**config.mk**
```make
export PLATFORM = sky130hd
export DESIGN_NAME = gci_fifo
export DESIGN_NICKNAME = d
export VERILOG_FILES = /design/src/gci_pkg.sv /design/src/gci_fifo.sv
export SDC_FILE = /design/constraint.sdc
export NUM_CORES = 1
export LEC_CHECK = 0
export BUFFER_PORTS_ARGS = -buffer_cell sky130_fd_sc_hd__buf_2
export CAP_MARGIN = 20
export CORE_ASPECT_RATIO = 0.75
export CORE_MARGIN = 3
export CORE_UTILIZATION = 47
export DETAILED_ROUTE_END_ITERATION = 8
export PLACE_DENSITY = 0.79
export SETUP_SLACK_MARGIN = 0.5
export SLEW_MARGIN = 10
export SYNTH_ARGS = -nofsm -noshare
export SYNTH_HDL_FRONTEND = slang
export SYNTH_SLANG_ARGS = --single-unit
```
**constraint.sdc**
```tcl
create_clock -name clk_i -period 5.45 [get_ports clk_i]
set_input_delay 0.545 -clock clk_i [delete_from_list [all_inputs] [get_ports clk_i]]
set_output_delay 0.545 -clock clk_i [all_outputs]
set_load 0.01 [all_outputs]
```
**src/gci_pkg.sv**
```systemverilog
`default_nettype none
package gci_pkg;

  localparam int unsigned MaxPoints = 16;
  localparam int unsigned IdxW      = 4;
  localparam int unsigned AddrW     = 2 * IdxW;
  localparam int unsigned GridDepth = MaxPoints * MaxPoints;
  localparam int unsigned CfgIdxW   = 3;
  localparam int unsigned InDataW   = 112;
  localparam int unsigned InUserW   = 2;
  localparam int unsigned OutDataW  = 32;
  localparam int unsigned QDepth    = 2;
  localparam int unsigned QPtrW     = 1;
  localparam int unsigned QCntW     = 2;

  // divider: (diff << 16) / step, 48 quotient bits, two per cycle
  localparam int unsigned DivBits     = 48;
  localparam int unsigned DivPerCycle = 2;
  localparam int unsigned DivCycles   = DivBits / DivPerCycle;

  typedef enum logic [1:0] {
    KIND_WRITE = 2'd0,
    KIND_ADD   = 2'd1,
    KIND_QUERY = 2'd2,
    KIND_NONE  = 2'd3
  } kind_e;

  localparam logic [CfgIdxW-1:0] REG_POINTS_X = 3'd0;
  localparam logic [CfgIdxW-1:0] REG_POINTS_Y = 3'd1;
  localparam logic [CfgIdxW-1:0] REG_MIN_X    = 3'd2;
  localparam logic [CfgIdxW-1:0] REG_MIN_Y    = 3'd3;
  localparam logic [CfgIdxW-1:0] REG_MAX_X    = 3'd4;
  localparam logic [CfgIdxW-1:0] REG_MAX_Y    = 3'd5;
  localparam logic [CfgIdxW-1:0] REG_STEP_X   = 3'd6;
  localparam logic [CfgIdxW-1:0] REG_STEP_Y   = 3'd7;

  typedef struct packed {
    logic [4:0]         points_x;
    logic [4:0]         points_y;
    logic signed [31:0] min_x;
    logic signed [31:0] min_y;
    logic signed [31:0] max_x;
    logic signed [31:0] max_y;
    logic [30:0]        step_x;
    logic [30:0]        step_y;
  } cfg_t;

  localparam cfg_t CfgReset = '{
    points_x: 5'd16, points_y: 5'd16,
    min_x: 32'sd0, min_y: 32'sd0,
    max_x: 32'sd983040, max_y: 32'sd983040,
    step_x: 31'd65536, step_y: 31'd65536
  };

  typedef struct packed {
    kind_e              kind;
    logic [IdxW-1:0]    index_x;
    logic [IdxW-1:0]    index_y;
    logic signed [31:0] entry_value;
    logic signed [31:0] coord_x;
    logic signed [31:0] coord_y;
    logic               deriv_x;
    logic               deriv_y;
    logic               outside;
  } item_t;

endpackage
`default_nettype wire

```
**src/gci_fifo.sv**
```systemverilog
`default_nettype none
module gci_fifo import gci_pkg::*; (
  input  logic  clk_i,
  input  logic  rst_ni,
  input  logic  push_i,
  input  item_t item_i,
  output logic  full_o,
  input  logic  pop_i,
  output logic  empty_o,
  output item_t item_o
);

  item_t             q_mem [QDepth];
  logic [QPtrW-1:0]  wptr_q, rptr_q;
  logic [QCntW-1:0]  cnt_q;

  assign full_o  = (cnt_q == QCntW'(QDepth));
  assign empty_o = (cnt_q == '0);
  assign item_o  = q_mem[rptr_q];

  always_ff @(posedge clk_i or negedge rst_ni) begin
    if (!rst_ni) begin
      wptr_q <= '0;
      rptr_q <= '0;
      cnt_q  <= '0;
    end else begin
      if (push_i) wptr_q <= wptr_q + 1'b1;
      if (pop_i)  rptr_q <= rptr_q + 1'b1;
      unique case ({push_i, pop_i})
        2'b10:   cnt_q <= cnt_q + 1'b1;
        2'b01:   cnt_q <= cnt_q - 1'b1;
        default: cnt_q <= cnt_q;
      endcase
    end
  end

  always_ff @(posedge clk_i) begin
    if (push_i) q_mem[wptr_q] <= item_i;
  end

  a_cnt_bound: assert property (@(posedge clk_i) disable iff (!rst_ni)
    cnt_q <= QCntW'(QDepth))
    else $error("queue count above depth");

endmodule
`default_nettype wire

```
# == After elaboration in Yosys (flattened, before gate mapping) ==
# Memory sizes are Yosys's and may differ from the RTL's.
# Index checks and enable logic that the tools add are counted.
# W data, S select, Z words.
# op_classes
n_eq_ne,3
mux,3
addsub,4
n_reduce_logical,2
# op_table
cell,count
$eq A2 B2 Y1 const B,2
$pmux W2 S2,1
$add A1 B1 Y1 const B,2
$add A2 B1 Y2 const B,1
$eq A2 B1 Y1 const B,1
$logic_not A2 Y1,1
$mux W1,2
$reduce_bool A2 Y1,1
$sub A2 B1 Y2 const B,1
# totals
ramBits,218
register_bits,4
input_bits,113
wordCells,16
n_memories,1
# memory_table
memory,depth,width,read_ports,rd_clocked_by_memory_dff,write_ports,line,text
q_mem,2,109,1,0,1,gci_fifo.sv:13,item_t q_mem [QDepth];

# == Longest topological paths before layout ==
# logic_depth
word_depth,2
ltp_mapped,5
mapped_depth_nobuf,5

# == Least setup slack after synthesis ==
# Ideal clock, no wire load.
# synth_timing
path_kind,input to register
start,in push_i
end,"mem q_mem[0][0] (netlist bit), enable pin"
n_path_buf,0
path_slack_ps,-301
stages,2
t_arrival_ps,5170
cell_sequence,inv_1 > nor2_1
# synth_via
elab_chain_cells,2
# synth_rtl
element,line,text
"start, declared",gci_fifo.sv:5,"input logic push_i,"
$mux W1,gci_fifo.sv:38,if (push_i) q_mem[wptr_q] <= item_i;
$mux W1 (not written as such),gci_fifo.sv:38,
"end, declared",gci_fifo.sv:13,
# Every way passes these cells.

==> results.txt <==
Nets: 709
Area used by multi-input combinational logic: 0.001693 mm^2
Total number of vias: 4054
Largest net degree at the start of global routing: 88
Post-CTS Setup Repair Bufs: 0
Syn Nets: 469
Final setup skew: 0.006422 ns
Final critical-path share of the clock period: 57.45%
Layout cells sized above 1: 60.16%
Leak Pwr: 4.237 nW
Die W: 161.7 um
DR vias/cell: 4.758
GPL Wtd Cong: 0.7387
CTS root buffer: clkbuf_16
Global-route wire length before repair: 22660 um
Hold crit path type: in -> reg
Port Buffers: 223
Slowest cell delay on critical path: 0.99 ns
CP Cell Sequence: buf_12 > mux2_2 > buf_2
Post-DP HPWL: 9987 um
Synthesized flop and latch total: 222
DRC violations left: 0
Fmax: 319.4 MHz
CP top delay family: flip-flops
Critical Path Sink Type: primary output
Cells after synthesis: 355
Cell area after synthesis: 0.008549 mm^2
Syn. warnings: 0
Worst Tran Pin Value: 0.8974 ns
Max_slew headroom: 40.18%
Max_cap viols: 0
Clock Sinks: 222
Sequential fraction of the synthesis area: 77.74%
Ports: 224
Drt initial violations: 179
Die area: 0.01986 mm^2
Initial antenna violation count: 2
Required @ worst endpoint: 4.91 ns
DR WL/cell: 17.72 um
Overflow after GRT: 0
Arrival @ worst endpoint: 2.59 ns
Setup TNS: 0 ns
Status: complete, no violations
Die Span Y: 122.8 um
Pwr per Cell Area: 521.7 mW/mm^2
Cell at the slowest stage of the critical path: dfrtp_4
Vias in the first global route: 4217
Synth area leaders: edfxtp_1 (77%), mux2_4 (18%), buf_12 (2.3%)
Initial Util: 48.13%
Unique masters post-synth: 14
Synth top area share: 76.57%
Core Box Area: 0.01776 mm^2
Fin area: 0.01052 mm^2
Syn_area_per_cell: 24.08 um^2
FILL cells: 1338
Routed WL: 15100 um
Max VDD drop: 0.0003670 V
Tmin final: 3.131 ns
ANT cells: 0
Final antenna-violating net count: 0
Clock transition at path regs: 0.06 ns
Gr usage total: 14.43%
Storage cell area: 0.006650 mm^2
CP Launch Type: flip-flop
Num CTS Buffers: 22
Setup violators final: 0
Pre-antenna DRT Iters: 4
Layout Area Growth over Synthesis: 22.99%
WS Path Type: reg -> out
Final hold viol count: 0
H-tree lvl count: 1
CTS tree: built
CP max FO: 65
Rows: 42
Cell taking the most area after synthesis: edfxtp_1
Number of buffers and inverters on the critical path: 2
Placed cell areas: 0.009801 mm^2
RSZ-0062 raised after global routing: false
Worst-skew pair later-pin latency: 0.48 ns
Count of final max-slew check failures: 0
Clock buffer depth: 3
through the flow:
| step | util [%] | total power [mW] | setup WS [ns] | cells | hold WS (ns) |
|---|---|---|---|---|---|
| after floorplan | - | 3.716 | 1.601 | 355 | 0.2494 |
| after global placement | 55.18 | 4.084 | 2.783 | 811 | 0.3557 |
| after detailed placement | 55.18 | 4.132 | 2.690 | 811 | 0.3620 |
| after CTS | 59.09 | 5.562 | 2.286 | 851 | 0.2231 |
| after global routing | 59.20 | 5.735 | 2.187 | 852 | 0.2310 |
| final | 59.20 | 5.485 | 2.319 | 852 | 0.2454 |
flip-flops by register name, summed over array words and instances, names as in the netlist:
register,cells
cnt_q,2
rptr_q,1
q_mem,218
wptr_q,1
area by class of cell:
class / count / share of cell area (%)
inverter: 1 / 0.03570
clock buffer: 33 / 6.021
tap: 242 / 2.880
multi-input combinational: 120 / 16.10
clock inverter: 6 / 0.4879
timing repair buffer: 228 / 11.23
sequential: 222 / 63.24
synth_stat cells:
master    count
and2_1        1
buf_12       10
buf_2         1
buf_6         1
dfrtp_1       4
edfxtp_1    218
ha_1          1
inv_1         1
mux2_2        9
mux2_4      100
nor2_1        3
nor2b_1       1
xnor2_1       2
xor2_1        3
power by group:
part	total (mW)	switching [mW]	internal (mW)
Sequential	2.45	0.182	2.27
Clock	1.41	0.563	0.846
Combinational	1.63	0.759	0.866
Total	5.49	1.50	3.98
cell families (layout without fill, tap and decap cells):
logic type	after synthesis	in the layout	share of synthesized area, %
and+or+nand+nor	5	5	0.2781
DFF	222	222	77.74
buffers and inverters	13	268	2.576
muxes	109	109	18.75
adders and majority gates	1	1	0.1463
xor gates and xnor gates	5	5	0.5123
placed cells by master (no fill, tap or decap), types with 2 or more instances in the layout:
| cell type | synthesis | layout |
|---|---|---|
| buf_12 | 10 | 2 |
| buf_2 | 1 | 223 |
| buf_4 | 0 | 2 |
| clkbuf_1 | 0 | 8 |
| clkbuf_16 | 0 | 23 |
| clkbuf_8 | 0 | 2 |
| clkinv_1 | 0 | 3 |
| clkinv_2 | 0 | 2 |
| dfrtp_1 | 4 | 3 |
| edfxtp_1 | 218 | 218 |
| mux2_2 | 9 | 9 |
| mux2_4 | 100 | 100 |
| nor2_1 | 3 | 2 |
| xnor2_1 | 2 | 2 |
| xor2_1 | 3 | 3 |
what timing repair did:
| action | CTS | global route |
|---|---|---|
| endpoints found under the hold margin | 4 | 0 |
| hold buffers | 1 | 0 |
| endpoints found under the setup margin | 0 | 0 |
| gates resized for setup | 0 | 0 |
worst paths after layout:
kind | start | to | slack, ns | depth (start not counted)
worst max-delay path | rptr_q | item_o[89] | 2.32 | 3
worst min-delay path | item_i[83] | q_mem[0][83] | 0.25 | 1
worst max register to register | wptr_q | q_mem[0][59] | 3.17 | 3
worst min register to register | cnt_q[1] | cnt_q[1] | 0.53 | 1
max in group asynchronous | rst_ni | rptr_q | 4.88 | 2
min in group asynchronous | rst_ni | cnt_q[0] | 0.42 | 2
metal layers:
| metal | share of wire (%) | vias up | GRT usage (%) |
|---|---|---|---|
| met3 | 7.8 | 31 | 4.825 |
| met5 | 0.18 | - | 0 |
| met1 | 42 | 1978 | 18.99 |
| met2 | 48 | 154 | 23.68 |
| met4 | 1.8 | 4 | 3.197 |
| li1 | - | 1887 | - |
Power figures use the tool's default switching activity.
