$ cat src/gci_pkg.sv
`default_nettype none
package gci_pkg;

  localparam int unsigned MaxPoints = 16;
  localparam int unsigned IdxW      = 4;
  localparam int unsigned AddrW     = 2 * IdxW;
  localparam int unsigned GridDepth = MaxPoints * MaxPoints;
  localparam int unsigned CfgIdxW   = 3;
  localparam int unsigned InDataW   = 112;
  localparam int unsigned InUserW   = 2;
  localparam int unsigned OutDataW  = 32;
  localparam int unsigned QDepth    = 2;
  localparam int unsigned QPtrW     = 1;
  localparam int unsigned QCntW     = 2;

  // divider: (diff << 16) / step, 48 quotient bits, two per cycle
  localparam int unsigned DivBits     = 48;
  localparam int unsigned DivPerCycle = 2;
  localparam int unsigned DivCycles   = DivBits / DivPerCycle;

  typedef enum logic [1:0] {
    KIND_WRITE = 2'd0,
    KIND_ADD   = 2'd1,
    KIND_QUERY = 2'd2,
    KIND_NONE  = 2'd3
  } kind_e;

  localparam logic [CfgIdxW-1:0] REG_POINTS_X = 3'd0;
  localparam logic [CfgIdxW-1:0] REG_POINTS_Y = 3'd1;
  localparam logic [CfgIdxW-1:0] REG_MIN_X    = 3'd2;
  localparam logic [CfgIdxW-1:0] REG_MIN_Y    = 3'd3;
  localparam logic [CfgIdxW-1:0] REG_MAX_X    = 3'd4;
  localparam logic [CfgIdxW-1:0] REG_MAX_Y    = 3'd5;
  localparam logic [CfgIdxW-1:0] REG_STEP_X   = 3'd6;
  localparam logic [CfgIdxW-1:0] REG_STEP_Y   = 3'd7;

  typedef struct packed {
    logic [4:0]         points_x;
    logic [4:0]         points_y;
    logic signed [31:0] min_x;
    logic signed [31:0] min_y;
    logic signed [31:0] max_x;
    logic signed [31:0] max_y;
    logic [30:0]        step_x;
    logic [30:0]        step_y;
  } cfg_t;

  localparam cfg_t CfgReset = '{
    points_x: 5'd16, points_y: 5'd16,
    min_x: 32'sd0, min_y: 32'sd0,
    max_x: 32'sd983040, max_y: 32'sd983040,
    step_x: 31'd65536, step_y: 31'd65536
  };

  typedef struct packed {
    kind_e              kind;
    logic [IdxW-1:0]    index_x;
    logic [IdxW-1:0]    index_y;
    logic signed [31:0] entry_value;
    logic signed [31:0] coord_x;
    logic signed [31:0] coord_y;
    logic               deriv_x;
    logic               deriv_y;
    logic               outside;
  } item_t;

endpackage
`default_nettype wire

$ cat src/gci_front.sv
`default_nettype none
module gci_front import gci_pkg::*; (
  input  cfg_t               cfg_i,
  input  logic               tvalid_i,
  output logic               tready_o,
  input  logic [InDataW-1:0] tdata_i,
  input  logic [InUserW-1:0] tuser_i,
  input  logic               full_i,
  output logic               push_o,
  output item_t              item_o
);

  logic signed [31:0] cx, cy;

  assign cx = tdata_i[71:40];
  assign cy = tdata_i[103:72];

  assign tready_o = !full_i;
  assign push_o   = tvalid_i && !full_i;

  always_comb begin
    item_o.kind        = kind_e'(tuser_i);
    item_o.index_x     = tdata_i[3:0];
    item_o.index_y     = tdata_i[7:4];
    item_o.entry_value = tdata_i[39:8];
    item_o.coord_x     = cx;
    item_o.coord_y     = cy;
    item_o.deriv_x     = tdata_i[104];
    item_o.deriv_y     = tdata_i[105];
    // range check up front; also catches min > max
    item_o.outside     = (cx < cfg_i.min_x) || (cx > cfg_i.max_x) ||
                         (cy < cfg_i.min_y) || (cy > cfg_i.max_y);
  end

endmodule
`default_nettype wire

$ cat config.mk
export PLATFORM = sky130hd
export DESIGN_NAME = gci_front
export DESIGN_NICKNAME = d
export VERILOG_FILES = /design/src/gci_pkg.sv /design/src/gci_front.sv
export SDC_FILE = /design/constraint.sdc
export NUM_CORES = 1
export LEC_CHECK = 0
export BUFFER_PORTS_ARGS = -buffer_cell sky130_fd_sc_hd__buf_2
export CAP_MARGIN = 5
export CORE_AREA = 2 2 166 168
export DETAILED_ROUTE_END_ITERATION = 6
export DIE_AREA = 0 0 168 170
export PLACE_DENSITY = 0.44
export SLEW_MARGIN = 5
export SYNTH_ARGS = -nofsm -noshare
export SYNTH_HDL_FRONTEND = slang
export SYNTH_SLANG_ARGS = --single-unit
$ cat constraint.sdc
create_clock -name vclk -period 2.35
set_clock_uncertainty 0.2 [all_clocks]
set_input_delay 0.3525 -clock vclk [all_inputs]
set_output_delay 0.3525 -clock vclk [all_outputs]
set_load 0.005 [all_outputs]
**Word-level counts from Yosys, hierarchy flattened**

Index checks and enable logic that the tools add are counted.

- Output and inout port bits: 111
- Word-level logic and storage cells: 9
- Register bits after elaboration: 0
- Input port bits: 316

- Reductions and logical operators: 5
- $lt $le $gt $ge: 4

Operators with widths:

| cell | count |
|---|---|
| 32-bit greater-than comparator | 2 |
| 32-bit less-than comparator | 2 |
| 1-bit logical OR | 3 |
| 1-bit logical AND | 1 |
| 1-bit zero test | 1 |

**Logic depth before layout (Yosys ltp)**

- Depth in word-level cells: 4
- Depth in mapped cells: 9
- Gate-level depth less buffers: 9

**Worst setup path after synthesis**

Ideal clock, no wire load.

- Kind: input -> output
- Start: in cfg_i[76] in the netlist's numbering
- End: out item_o[0] in the netlist's numbering
- Arrival time: 1,890 ps
- Stages: 9
- Slack: -93 ps
- Required time: 1,798 ps
- Path buffers: 0
- Path through: inv_1 > ha_1 > nand4_2 > or4_4 > a21oi_2 > o41ai_1 > a21o_1 > nand3_2 > nand4_1

RTL lines:

| what | RTL line | RTL |
|---|---|---|
| start: declaration | gci_front.sv:3 | `input cfg_t cfg_i,` |
| end: declaration | gci_front.sv:10 | `output item_t item_o` |

==> results.md <==
Floorplanning:
- During I/O placement, the number of pins put on the boundary was 427.
- The core region is 26700 sq um.
- The die covers 28600 sq um.
- The die is 170 microns tall.
- The starting density of the core is 15.1%.
- The floorplan has 60 rows.
- The die is 168 microns wide.

Timing:
- After layout, the minimum clock period comes to 2.75 ns.
- Setup repair after global routing could not meet its margin everywhere.
- Based on the critical path, the design can be clocked at up to 364 MHz.
- Headroom to the max-slew limit came out at 67.5%.
- Dividing the final minimum period by the clock period gives 117%.
- The final count of negative-setup-slack endpoints is 1.
- For the pin with the worst max-slew slack, the measured transition is 0.485 ns.
- The worst slack on hold paths is 0.505 ns.
- The number of failing hold endpoints at the final stage is 0.
- Setup slack on the critical path of the routed design comes to -0.396 ns.
- Setup total negative slack on the finished layout was measured at -0.396 ns.
- The max-slew violation total from the final report is 0.

Logic synthesis:
- The Yosys warning count is 0.
- The share of the yosys chip area belonging to registers is 0%.
- The top cell type by area accounts for 39.3% of the synthesized area.
- The number of nets in the synthesized netlist is 993.
- Synthesis produced 551 cells.
- Counting instances in the post-synthesis netlist gives the leading cell types as inv_1, ha_1, buf_4.
- The xor/xnor share of the synthesized area is 0%.
- Summing the areas of all compound-gate instances in the mapped netlist gives 17.6% of the synthesized area.
- Sorting the synthesized cells by area gives the leading types as ha_1, buf_4, inv_1.
- The number of unique standard cell types used by synthesis is 35.
- In this run the mean area of a mapped cell was 7.29 sq um.
- The fraction of the mapped netlist area in adder cells is 39.3%.
- The synthesized netlist devotes 10.9% of its cell area to simple gates.
- Summing every instance area after synthesis gives 4020 sq um.
- The biggest area contributor in the post-synthesis netlist is ha_1.
- After synthesis, the largest family of logic cells by area is adder cells.
- The post-synthesis mux area share is 0%.
- The leading cell type by number of instances after synthesis is inv_1.

Placement:
- The detailed placement HPWL is 13.2 mm.
- The final estimated routing congestion in global placement is 0.767.
- The cell count after placement is 1119.
- The port buffer count is 261.

Power:
- The largest voltage drop on the vdd net is 0.0000644 V.
- Combinational logic burns 100.0% of the power.
- The net switching power figure is 499 uW.
- The switching part of the total is 45.8%.
- Internal power comes to 589 uW.
- The power per cell area is 172 nW/um^2.
- Of the total power, the clock network draws 0%.
- Registers are responsible for 0% of the overall power.
- The static leakage is 3.59 nW.

Layout:
- The clock buffers instantiated in the layout total 0.
- From synthesis to final layout, the design area changed by 57.6%.
- Leaving out filler cells and counting taps, the final layout contains 1126.
- The multi-input logic area is 3370 sq um.
- The fraction of layout instances using a drive strength above 1 is 55.9%.
- Across the whole layout, storage elements account for 0 sq um.
- After the last flow step, the layout net total stands at 1229.
- The layout has 2977 filler cells.
- The design has 0 sequential cells.
- 0 antenna diodes ended up in the layout.

Global route:
- After global routing the overflow that remains totals 0.
- The largest net degree at the start of global routing is 4.
- The global-route wire length before repair is 21.7 mm.
- Across every metal layer, demand over resource in global routing totals 9.34%.
- The initial antenna violation count is 2.
- The number of global-route vias before repair is 4336.

Worst setup path:
- The largest single stage delay on the critical path is 0.26 ns.
- The most common cell type on the critical path is buf_4.
- The cell with the largest stage delay on the worst path is ha_4.
- STA classifies the critical path endpoint as an output pin.
- At the worst endpoint, the arrival time is 2.19 ns.
- Along the worst path, the maximum fanout reaches 2.
- The type of the setup path with the least slack is in2out.
- The critical path goes through buf_2, buf_4, ha_4, a21o_1, a21o_1, a221oi_2, buf_4, buf_4, a211o_1, o21ai_2, nand4_1, buf_2.
- Data on the critical path is required at its endpoint by 1.80 ns.
- The sort of element at the start of the critical path is an input port.

Hold path:
- The worst hold path was traced through 0 stages.
- The worst hold-check path type is in2out.
- The worst hold path endpoint is item_o[103].
- The hold path startpoint is tdata_i[0].

Drt:
- The number of design-rule violations left by the first detailed-router iteration is 62.
- The per-cell routed wire length is 12.7 microns.
- After detailed routing, the total wire length is 14.3 mm.
- The post-route DRC violation count is 0.
- After detailed routing, the number of vias per cell comes to 3.81.
- Before antenna repair, the detailed router went through 4 iterations.
- Detailed routing inserted a total of 4290 vias.
- The count of nets left with antenna violations once routing finished came out at 0.

CTS:
- After clock tree synthesis, the flow added hold-fix buffers numbering 0.

Status:
- The run finished, with violations left.
- The checks that failed: negative setup slack.

Flow run:
- The count of max-cap constraint violations is 0.
## power groups by stage
stage | Combinational (mW) | Sequential, mW | Clock [mW]
2_1_floorplan | 0.550 | 0 | 0
3_3_place_gp | 0.935 | 0 | 0
3_5_place_dp | 0.939 | 0 | 0
4_1_cts | 1.04 | 0 | 0
5_1_grt | 1.24 | 0 | 0
6_report | 1.09 | 0 | 0
## critical path, delay by kind of cell
kind	cells	cell delay, ns
buffers and inverters	5	0.69
AO/OA/AOI/OAI	5	0.76
AND/OR/NAND/NOR	1	0.12
adder cells (fa/ha/maj)	1	0.26
## worst max-delay path by stage
stage	from	to	slack [ns]	depth (start not counted)
detailed placement	cfg_i[111]	item_o[0]	-0.83	12
CTS	tdata_i[54]	item_o[0]	-0.48	10
floorplan	cfg_i[72]	item_o[0]	0.005	9
finish	tdata_i[61]	item_o[0]	-0.40	12
global placement	cfg_i[111]	item_o[0]	-0.82	12
global route	cfg_i[117]	item_o[0]	-0.53	12
## what timing repair did
item                                   4_1_cts  5_1_grt
cloned                                       0        0
resized for setup                           71       59
setup endpoints to repair                    1        1
buffers inserted                             5        2
pin swaps                                   27       28
endpoints found under the hold margin        0        0
## cells by family (layout without fill, tap and decap cells)
kind of cell,Yosys count,after routing
buffers and inverters,237,471
AOI/OAI and AO/OA,107,107
adders and majority gates,126,126
and+or+nand+nor,81,81
## cell usage in the layout (no fill, tap or decap), drive strengths merged, types with 2 or more instances in the layout
cell	Yosys	final
buf	108	342
inv	129	129
ha	126	126
a21oi	41	41
a21o	27	27
nand4	25	25
nand2	18	18
nor2	13	13
nand3	9	9
o21ai	7	7
o21a	5	5
nor2b	5	5
a211oi	5	5
o211ai	4	4
a2111oi	4	4
nand2b	3	3
o41ai	3	3
a21boi	2	2
and4	2	2
a31oi	2	2
nor4	2	2
## metal layers
| layer | track usage, % | routed length [microns] | vias to the layer above |
|---|---|---|---|
| met5 | 0 | 13 | - |
| met4 | 0.227 | 43 | 2 |
| met3 | 1.33 | 860 | 8 |
| met2 | 17.0 | 6820 | 168 |
| met1 | 12.3 | 6510 | 1865 |
| li1 | - | - | 2247 |
## final cells by class
class	count	area share (%)
tap	341	6.74
inverter	129	7.73
timing repair buffer	342	32.3
multi-input combinational	314	53.3
## metrics by stage
step                worst slack [ns]  cell area [sq um]  total power, mW  util [%]
finish                        -0.396               6330             1.09      23.7
global route                  -0.532               6330             1.24      23.7
CTS                           -0.483               6000             1.04      22.5
detailed placement            -0.828               5570            0.939      20.9
global placement              -0.821               5570            0.935      20.9
floorplan                    0.00540               4090            0.550         -
No activity file was read; power rests on OpenSTA's default activity.
